<file path="src/hdl/l3d_pkg.sv">
// Shared constants, types and helpers for the 3x3x3 Laplacian stencil filter.
package l3d_pkg;

    localparam int SAMPLE_BITS = 12;
    localparam int MAX_WIDTH   = 64;
    localparam int MAX_HEIGHT  = 64;
    localparam int MAX_DEPTH   = 1024;

    localparam int CFG_W_BITS    = 7;
    localparam int CFG_H_BITS    = 7;
    localparam int CFG_D_BITS    = 11;
    localparam int CFG_DATA_BITS = 11;
    localparam int OUT_BITS      = 18;

    localparam int X_BITS          = $clog2(MAX_WIDTH);
    localparam int Y_BITS          = $clog2(MAX_HEIGHT);
    localparam int Z_BITS          = $clog2(MAX_DEPTH);
    localparam int PLANE_ADDR_BITS = $clog2(MAX_WIDTH * MAX_HEIGHT);
    localparam int LAG_BITS        = $clog2(MAX_WIDTH * MAX_HEIGHT + MAX_WIDTH + 2);

    localparam int RST_WIDTH  = 4;
    localparam int RST_HEIGHT = 3;
    localparam int RST_DEPTH  = 5;

    typedef enum logic [1:0] {
        REG_WIDTH  = 2'b00,
        REG_HEIGHT = 2'b01,
        REG_DEPTH  = 2'b10
    } cfg_reg_t;

    typedef logic [SAMPLE_BITS-1:0] sample_t;
    typedef sample_t [2:0]          tap_row_t;
    typedef tap_row_t [2:0]         tap_plane_t;
    // index [j][r][c]: j=0 is the next slice, r=0 the next row, c=0 the next voxel
    typedef tap_plane_t [2:0]       window_t;

    // neighbor availability around the output voxel, plus end-of-volume flag
    typedef struct packed {
        logic last;
        logic x_dn;
        logic x_up;
        logic y_dn;
        logic y_up;
        logic z_dn;
        logic z_up;
    } bound_t;

    function automatic logic [CFG_D_BITS-1:0] clamp_dim(
        input logic [CFG_D_BITS-1:0] v,
        input logic [CFG_D_BITS-1:0] hi
    );
        logic [CFG_D_BITS-1:0] r;
        if (v == '0)
            r = CFG_D_BITS'(1);
        else if (v > hi)
            r = hi;
        else
            r = v;
        return r;
    endfunction

endpackage

</file>
<file path="src/hdl/l3d_seq.sv">
// Volume registers, fill tracking and output voxel coordinates.
module l3d_seq
    import l3d_pkg::*;
(
    input  logic                       clk,
    input  logic                       rst_n,
    input  logic                       cfg_wr_en,
    input  logic [1:0]                 cfg_index,
    input  logic [CFG_DATA_BITS-1:0]   cfg_data,
    input  logic                       adv,
    output logic                       produce,
    output bound_t                     bnd,
    output logic [X_BITS-1:0]          w_m1,
    output logic [PLANE_ADDR_BITS-1:0] wh_m1
);

    logic [CFG_W_BITS-1:0] width_reg, width_next;
    logic [CFG_H_BITS-1:0] height_reg, height_next;
    logic [CFG_D_BITS-1:0] depth_reg, depth_next;
    logic                  restart;

    logic [CFG_W_BITS-1:0]      w_c;
    logic [CFG_H_BITS-1:0]      h_c;
    logic [CFG_D_BITS-1:0]      d_c;
    logic [CFG_W_BITS+CFG_H_BITS-1:0] wh;

    logic [X_BITS-1:0]          w_m1_reg, w_m1_next;
    logic [Y_BITS-1:0]          h_m1_reg, h_m1_next;
    logic [Z_BITS-1:0]          d_m1_reg, d_m1_next;
    logic [PLANE_ADDR_BITS-1:0] wh_m1_reg, wh_m1_next;
    logic [LAG_BITS-1:0]        lag_reg, lag_next;

    logic [LAG_BITS-1:0] fill_reg, fill_next;
    logic                primed_reg, primed_next;
    logic [X_BITS-1:0]   qx_reg, qx_next;
    logic [Y_BITS-1:0]   qy_reg, qy_next;
    logic [Z_BITS-1:0]   qz_reg, qz_next;

    always_comb
    begin
        width_next  = width_reg;
        height_next = height_reg;
        depth_next  = depth_reg;
        restart     = 1'b0;
        if (cfg_wr_en)
        begin
            case (cfg_index)
                REG_WIDTH:
                begin
                    width_next = cfg_data[CFG_W_BITS-1:0];
                    restart    = 1'b1;
                end
                REG_HEIGHT:
                begin
                    height_next = cfg_data[CFG_H_BITS-1:0];
                    restart     = 1'b1;
                end
                REG_DEPTH:
                begin
                    depth_next = cfg_data[CFG_D_BITS-1:0];
                    restart    = 1'b1;
                end
                default:
                begin
                    restart = 1'b0;
                end
            endcase
        end
    end

    always_comb
    begin
        w_c = CFG_W_BITS'(clamp_dim(CFG_D_BITS'(width_reg), CFG_D_BITS'(MAX_WIDTH)));
        h_c = CFG_H_BITS'(clamp_dim(CFG_D_BITS'(height_reg), CFG_D_BITS'(MAX_HEIGHT)));
        d_c = clamp_dim(depth_reg, CFG_D_BITS'(MAX_DEPTH));
        wh  = w_c * h_c;
        w_m1_next  = X_BITS'(w_c - 1'b1);
        h_m1_next  = Y_BITS'(h_c - 1'b1);
        d_m1_next  = Z_BITS'(d_c - 1'b1);
        wh_m1_next = PLANE_ADDR_BITS'(wh - 1'b1);
        lag_next   = LAG_BITS'(wh + (CFG_W_BITS+CFG_H_BITS)'(w_c) + 1'b1);
    end

    assign produce  = primed_reg || (fill_reg == lag_reg);
    assign bnd.x_dn = (qx_reg != '0);
    assign bnd.x_up = (qx_reg != w_m1_reg);
    assign bnd.y_dn = (qy_reg != '0);
    assign bnd.y_up = (qy_reg != h_m1_reg);
    assign bnd.z_dn = (qz_reg != '0);
    assign bnd.z_up = (qz_reg != d_m1_reg);
    assign bnd.last = !bnd.x_up && !bnd.y_up && !bnd.z_up;

    always_comb
    begin
        fill_next   = fill_reg;
        primed_next = primed_reg;
        qx_next     = qx_reg;
        qy_next     = qy_reg;
        qz_next     = qz_reg;
        if (restart)
        begin
            fill_next   = '0;
            primed_next = 1'b0;
            qx_next     = '0;
            qy_next     = '0;
            qz_next     = '0;
        end
        else if (adv)
        begin
            if (produce)
            begin
                if (bnd.last)
                begin
                    fill_next   = '0;
                    primed_next = 1'b0;
                    qx_next     = '0;
                    qy_next     = '0;
                    qz_next     = '0;
                end
                else
                begin
                    primed_next = 1'b1;
                    if (bnd.x_up)
                        qx_next = qx_reg + 1'b1;
                    else
                    begin
                        qx_next = '0;
                        if (bnd.y_up)
                            qy_next = qy_reg + 1'b1;
                        else
                        begin
                            qy_next = '0;
                            qz_next = qz_reg + 1'b1;
                        end
                    end
                end
            end
            else
            begin
                fill_next = fill_reg + 1'b1;
            end
        end
    end

    always_ff @(posedge clk or negedge rst_n)
    begin
        if (!rst_n)
        begin
            width_reg  <= CFG_W_BITS'(RST_WIDTH);
            height_reg <= CFG_H_BITS'(RST_HEIGHT);
            depth_reg  <= CFG_D_BITS'(RST_DEPTH);
            w_m1_reg   <= X_BITS'(RST_WIDTH - 1);
            h_m1_reg   <= Y_BITS'(RST_HEIGHT - 1);
            d_m1_reg   <= Z_BITS'(RST_DEPTH - 1);
            wh_m1_reg  <= PLANE_ADDR_BITS'(RST_WIDTH * RST_HEIGHT - 1);
            lag_reg    <= LAG_BITS'(RST_WIDTH * RST_HEIGHT + RST_WIDTH + 1);
            fill_reg   <= '0;
            primed_reg <= 1'b0;
            qx_reg     <= '0;
            qy_reg     <= '0;
            qz_reg     <= '0;
        end
        else
        begin
            width_reg  <= width_next;
            height_reg <= height_next;
            depth_reg  <= depth_next;
            w_m1_reg   <= w_m1_next;
            h_m1_reg   <= h_m1_next;
            d_m1_reg   <= d_m1_next;
            wh_m1_reg  <= wh_m1_next;
            lag_reg    <= lag_next;
            fill_reg   <= fill_next;
            primed_reg <= primed_next;
            qx_reg     <= qx_next;
            qy_reg     <= qy_next;
            qz_reg     <= qz_next;
        end
    end

    assign w_m1  = w_m1_reg;
    assign wh_m1 = wh_m1_reg;

    a_idle_at_origin: assert property (@(posedge clk) disable iff (!rst_n)
        !primed_reg |-> (qx_reg == '0 && qy_reg == '0 && qz_reg == '0))
        else $error("output coordinates moved before the window filled");

    a_fill_bound: assert property (@(posedge clk) disable iff (!rst_n)
        !primed_reg |-> (fill_reg <= lag_reg))
        else $error("fill count ran past the window lag");

    a_coord_bound: assert property (@(posedge clk) disable iff (!rst_n)
        $past(!restart) |-> (qx_reg <= w_m1_reg && qy_reg <= h_m1_reg && qz_reg <= d_m1_reg))
        else $error("output coordinate outside the volume");

endmodule

</file>
<file path="config.mk">
export PLATFORM = sky130hd
export DESIGN_NAME = l3d_seq
export DESIGN_NICKNAME = d
export VERILOG_FILES = /design/src/hdl/l3d_pkg.sv /design/src/hdl/l3d_seq.sv
export SDC_FILE = /design/constraint.sdc
export NUM_CORES = 1
export LEC_CHECK = 0
export ABC_AREA = 1
export CORE_UTILIZATION = 45
export CTS_CLUSTER_SIZE = 20
export DETAILED_ROUTE_END_ITERATION = 10
export DONT_BUFFER_PORTS = 1
export GPL_TIMING_DRIVEN = 1
export HOLD_SLACK_MARGIN = 0.1
export PLACE_DENSITY = 0.63
export SLEW_MARGIN = 10
export SYNTH_ARGS = -nofsm -noshare
export SYNTH_HDL_FRONTEND = slang
export SYNTH_SLANG_ARGS = --single-unit
</file>
<file path="constraint.sdc">
create_clock -name clk -period 7.1 [get_ports clk]
set_input_delay 1.42 -clock clk [delete_from_list [all_inputs] [get_ports clk]]
set_output_delay 1.42 -clock clk [all_outputs]
set_load 0.02 [all_outputs]
</file>
### Word level (Yosys, flattened, before mapping)

Index checks and enable logic that the tools add are counted.

| cells by class | value |
|---|---|
| div/mod/pow operators | 0 |
| reductions and logical operators | 23 |
| equal/unequal tests | 9 |
| shifts and indexed selects | 0 |
| $mul | 1 |
| bitwise logic cells | 0 |
| order comparisons | 3 |
| mux-type cells | 33 |
| $add $sub $neg | 10 |

Operators with widths:

| cell | number |
|---|---|
| $mux 10 | 8 |
| $mux 6 | 11 |
| $mux 13 | 4 |
| $mux 7 | 4 |
| $add 13x1->13 const B | 2 |
| $gt 7x7->1 const B | 2 |
| $logic_not 7->1 | 2 |
| $add 13x7->13 | 1 |
| $eq 13x13->1 | 1 |
| $mul 7x7->13 | 1 |
| $add 6x1->6 const B | 2 |
| $ne 6x6->1 | 2 |
| $reduce_bool 6->1 | 2 |
| $sub 12x1->12 const B | 1 |
| $sub 6x1->6 const B | 2 |
| $gt 11x11->1 const B | 1 |
| $logic_not 11->1 | 1 |
| $add 10x1->10 const B | 1 |
| $ne 10x10->1 | 1 |
| $reduce_and 2->1 | 5 |
| $reduce_bool 10->1 | 1 |
| $sub 10x1->10 const B | 1 |
| $ne 3x1->1 const B | 3 |
| $mux 1 | 6 |
| other kinds (10) | 14 |

| word-level totals | value |
|---|---|
| bits in latches | 0 |
| logic and storage cells | 92 |
| memories kept | 0 |
| memory bits (writable) | 0 |
| output and inout bits | 26 |
| register bits after elaboration | 108 |
| input port bits | 17 |
| memory bits (read-only) | 0 |

### Logic depth before layout (Yosys ltp)

| logic depth | value |
|---|---|
| depth after elaboration | 8 |
| gate-level depth with buffers | 29 |
| gate-level depth less buffers | 29 |

### Worst setup path after synthesis

Ideal clock, no wire load.

| timing path | value |
|---|---|
| kind | register to register |
| from | reg width_reg[6] |
| to | reg lag_reg[8] |
| clock period less this slack | 4,933 ps |
| path slack | 2,167 ps |
| stages on the path, launching flop included | 24 |
| setup time | 125 ps |
| path buffers | 1 |
| data required time | 6,975 ps |
| data arrival time | 4,807 ps |
| cell sequence | dfrtp_1 -> buf_2 -> inv_2 -> nand2_1 -> o21ai_1 -> nand2_1 -> inv_1 -> nand2_1 -> fa_1 -> fa_1 -> inv_1 -> fa_1 -> inv_1 -> fa_1 -> inv_1 -> ha_1 -> inv_1 -> nand2_1 -> nand2_1 -> inv_1 -> ha_1 -> a21oi_1 -> nor2_1 -> xor2_1 |

| on the way | value |
|---|---|
| word-level cells in the longest chain between the ends | 6 |
| elaborated cells on any way between the ends | 7 |
| those cells by class | add/sub: 2; mul: 1; order compare: 1; mux: 2; reduce/logical: 1 |

Ends and longest elaborated chain:

| item | RTL line | text |
|---|---|---|
| start, declared | l3d_seq.sv:17 | `logic [CFG_W_BITS-1:0] width_reg, width_next;` |
| start signal, assigned | l3d_seq.sv:149 | `width_reg <= CFG_W_BITS'(RST_WIDTH);` |
| start signal, assigned | l3d_seq.sv:165 | `width_reg <= width_next;` |
| $gt 7x7->1 | l3d_pkg.sv:55 | `else if (v > hi)` |
| $mux 7 | l3d_pkg.sv:55 |  |
| $mux 7 (*) | l3d_pkg.sv:53 | `if (v == '0)` |
| $mul 7x7->13 | l3d_seq.sv:76 | `wh = w_c * h_c;` |
| $add 13x7->13 (*) | l3d_seq.sv:81 | `lag_next = LAG_BITS'(wh + (CFG_W_BITS+CFG_H_BITS)'(w_c) + 1'b1);` |
| $add 13x1->13 (*) | l3d_seq.sv:81 |  |
| net lag_next[8] | l3d_seq.sv:31 | `logic [LAG_BITS-1:0] lag_reg, lag_next;` |
| end signal, assigned | l3d_seq.sv:156 | `lag_reg <= LAG_BITS'(RST_WIDTH * RST_HEIGHT + RST_WIDTH + 1);` |
| end signal, assigned | l3d_seq.sv:172 | `lag_reg <= lag_next;` |
| end, declared | l3d_seq.sv:31 |  |

The timed path passes the listed nets; every way through them passes the cells marked *.
A chain may end at the register's enable or synchronous reset.

### Final worst setup path

Same ends and word-level chain as after synthesis.

==> results.toml <==
[timing]
slew_viol_final = 0
setup_ws_ps = 1650
min_period_ps = 5450
fin_skew_ps = 12.6
tightestPinTransition_ps = 773
setup_viol = 0
final-hold-violation-count = 0
period_share_pct = 76.8
relSlewSlack_pct = 48.3
rsz0062_at_grt = "no"
tns_ps = 0
fmax_mhz = 183

[cts]
path_clk_slew_ps = 70
postCtsHoldBufs = 0
cts_root_buf = "clkbuf_16"
cts_setup_buffers = 0
cts-resized-gates = 0
clkLatencyLatePin_ps = 360
htreeDepth = 3
clockBufferDepth = 2
tritoncts = "done"
cts_buffers = 9
cts.sinks = 108

[yosys]
syn_nets = 1203
netlist_top_cells_area = "dfrtp_1 29%, nand2_1 16%, inv_1 7.4%"
postSynthAreaPerCell_sq_um = 7.30
yosysSeqAreaShare_pct = 33.4
synth-edff-count = 0
yosysMostFrequentCell = "nand2_1"
synthArstFlopShare_pct = 100
synth_top_area_cell = "dfrtp_1"
synth_common_cells = "339 x nand2_1, 161 x inv_1, 109 x nor2_1"
ys_warn_count = 0
ys.flop_type = "dfrtp_1"
synthesis.area_sq_um = 8140
synth.distinct_cells = 41
synthCells = 1115
ys_ff_latch = 108
synth_top_area_share_pct = 28.9

[cells_and_area]
syn2layout_area_growth_pct = 5.07
n_antenna_cell = 0
seq_area_sq_um = 2720
postLayoutCoreUtil_pct = 48.9
stdcell_area_sq_um = 8550
drive_above_1_share_pct = 6.81
nets = 1184
fillers = 1735
multiInputGateArea_sq_um = 4570

[grt]
met1_usage_pct = 28.7
overflow = 0
met3_usage_pct = 4.10
grt_usage_pct = 20.2
grt-busiest-layer = "met2"
grt_max_degree = 109
antenna_found_initial = 0
grt_pass1_wl_mm = 29.4
grtUsageMet2_pct = 31.0
grt_pass1_vias = 6004

[power]
p_comb_share_pct = 40.3
ir_drop_mv = 0.133
p_clk_share_pct = 20.8
p_seq_share_pct = 38.9
p_leak_nw = 4.62
swShare_pct = 43.1
power_switching_w = 0.00109
internal-power_w = 0.00144
power-per-cell-area_nw_per_um2 = 296

[setup_path]
crit_path_end_kind = "flop"
r2r_cells = 22
cp.arrival_ps = 5690
cp.required_ps = 7330
cp-start-kind = "flop"
startpoint = "width_reg[6]"
critPathKind = "reg2reg"
reg2reg_from = "width_reg[6]"
path_max_fanout = 10

[placement]
hpwl_mm = 13.1
place_area_sq_um = 8240
port-buffer-count = 0
pre_cts_ws_ps = 1650
globalplace.congestion = 0.885

[drt]
drtIter0Drc = 495
viasPerCell = 4.93
drc = 0
firstDrtPassIters = 5
dr_total_vias = 6534
antenna_left = 0
routedWlPerCell_microns = 12.9
drt-total-wl_mm = 17.1

[die]
initial_utilization_pct = 46.6
die_area_sq_um = 18600
chipHeight_microns = 136
core_sq_um = 17500
rows = 48
die_w_microns = 136
top_level_ports = 43

[worst_hold_path]
worstHoldStart = "width_reg[3]"
holdPathStages = 2
hp-class = "reg2reg"

[outcome]
status = "complete, no violations"

[run]
cap_violations = 0
-- per-stage QoR --
stage | hold slack (ps) | total power, W | cells
floorplan | 453 | 0.00181 | 1115
global placement | 471 | 0.00201 | 1310
detailed placement | 499 | 0.00202 | 1310
CTS | 512 | 0.00255 | 1326
global route | 544 | 0.00275 | 1326
finish | 503 | 0.00253 | 1326
-- worst max-delay path: stages, from the launching register on --
cell,delay [ps]
dfrtp_1,510
inv_2,190
nand2_1,70
o21ai_1,200
nand2_1,270
inv_1,210
nand2_1,110
fa_1,510
fa_1,540
inv_1,50
fa_1,530
inv_1,50
fa_1,520
inv_1,40
ha_1,340
inv_1,70
nand2_1,50
nand2_1,110
inv_1,70
ha_1,330
a21oi_1,300
nor2_1,90
xor2_1,140
-- power by group through the flow --
stage / clock network [W] / registers [W] / logic [W]
after floorplan: 0 / 0.000933 / 0.000872
after global placement: 0 / 0.000993 / 0.00102
after detailed placement: 0 / 0.000997 / 0.00102
after CTS: 0.000536 / 0.000985 / 0.00103
after global routing: 0.000562 / 0.00101 / 0.00118
final: 0.000526 / 0.000985 / 0.00102
-- logic make-up (layout without fill, tap and decap cells) --
| kind of cell | after synthesis | after routing | synth area share (%) |
|---|---|---|---|
| AO/OA/AOI/OAI | 78 | 78 | 5.53 |
| XOR/XNOR | 56 | 56 | 6.03 |
| adder cells (fa/ha/maj) | 71 | 71 | 13.1 |
| buffers and inverters | 207 | 193 | 10.4 |
| flip-flops | 108 | 108 | 33.4 |
| AND/OR/NAND/NOR | 595 | 595 | 31.5 |
-- metal layers --
| metal | share of wire (%) | wire, microns |
|---|---|---|
| met1 | 49 | 8450 |
| met2 | 44 | 7540 |
| met3 | 5.1 | 878 |
| met4 | 1.5 | 249 |
| met5 | 0 | 0 |
-- layout make-up --
cell class / instances / area share (%)
flip-flops and latches: 108 / 31.8
clock buffers: 11 / 2.84
well taps: 225 / 3.29
clock inverters: 5 / 0.775
inverters: 176 / 7.72
repair buffers: 1 / 0.0878
multi-input cells: 800 / 53.5
-- path summary, 6_finish.rpt --
path	endpoint	slack (ps)
hold reg to reg	width_reg[3]	500
setup / recovery	lag_reg[8]	1650
max in group asynchronous	lag_reg[4]	6050
setup reg to reg	lag_reg[8]	1650
min in group asynchronous	depth_reg[9]	760
hold / removal	width_reg[3]	500
-- layout by cell type, fill, tap and decap left out, types with 10 or more instances in the layout --
| master | n |
|---|---|
| a21oi_1 | 13 |
| dfrtp_1 | 94 |
| dfstp_2 | 14 |
| fa_1 | 24 |
| ha_1 | 47 |
| inv_1 | 161 |
| inv_2 | 15 |
| nand2_1 | 339 |
| nand3_1 | 81 |
| nand3b_1 | 11 |
| nand4_1 | 18 |
| nor2_1 | 109 |
| nor3_1 | 12 |
| o21ai_0 | 34 |
| o21ai_1 | 14 |
| xnor2_1 | 10 |
| xor2_1 | 46 |
(Power assumes the default switching activity.)
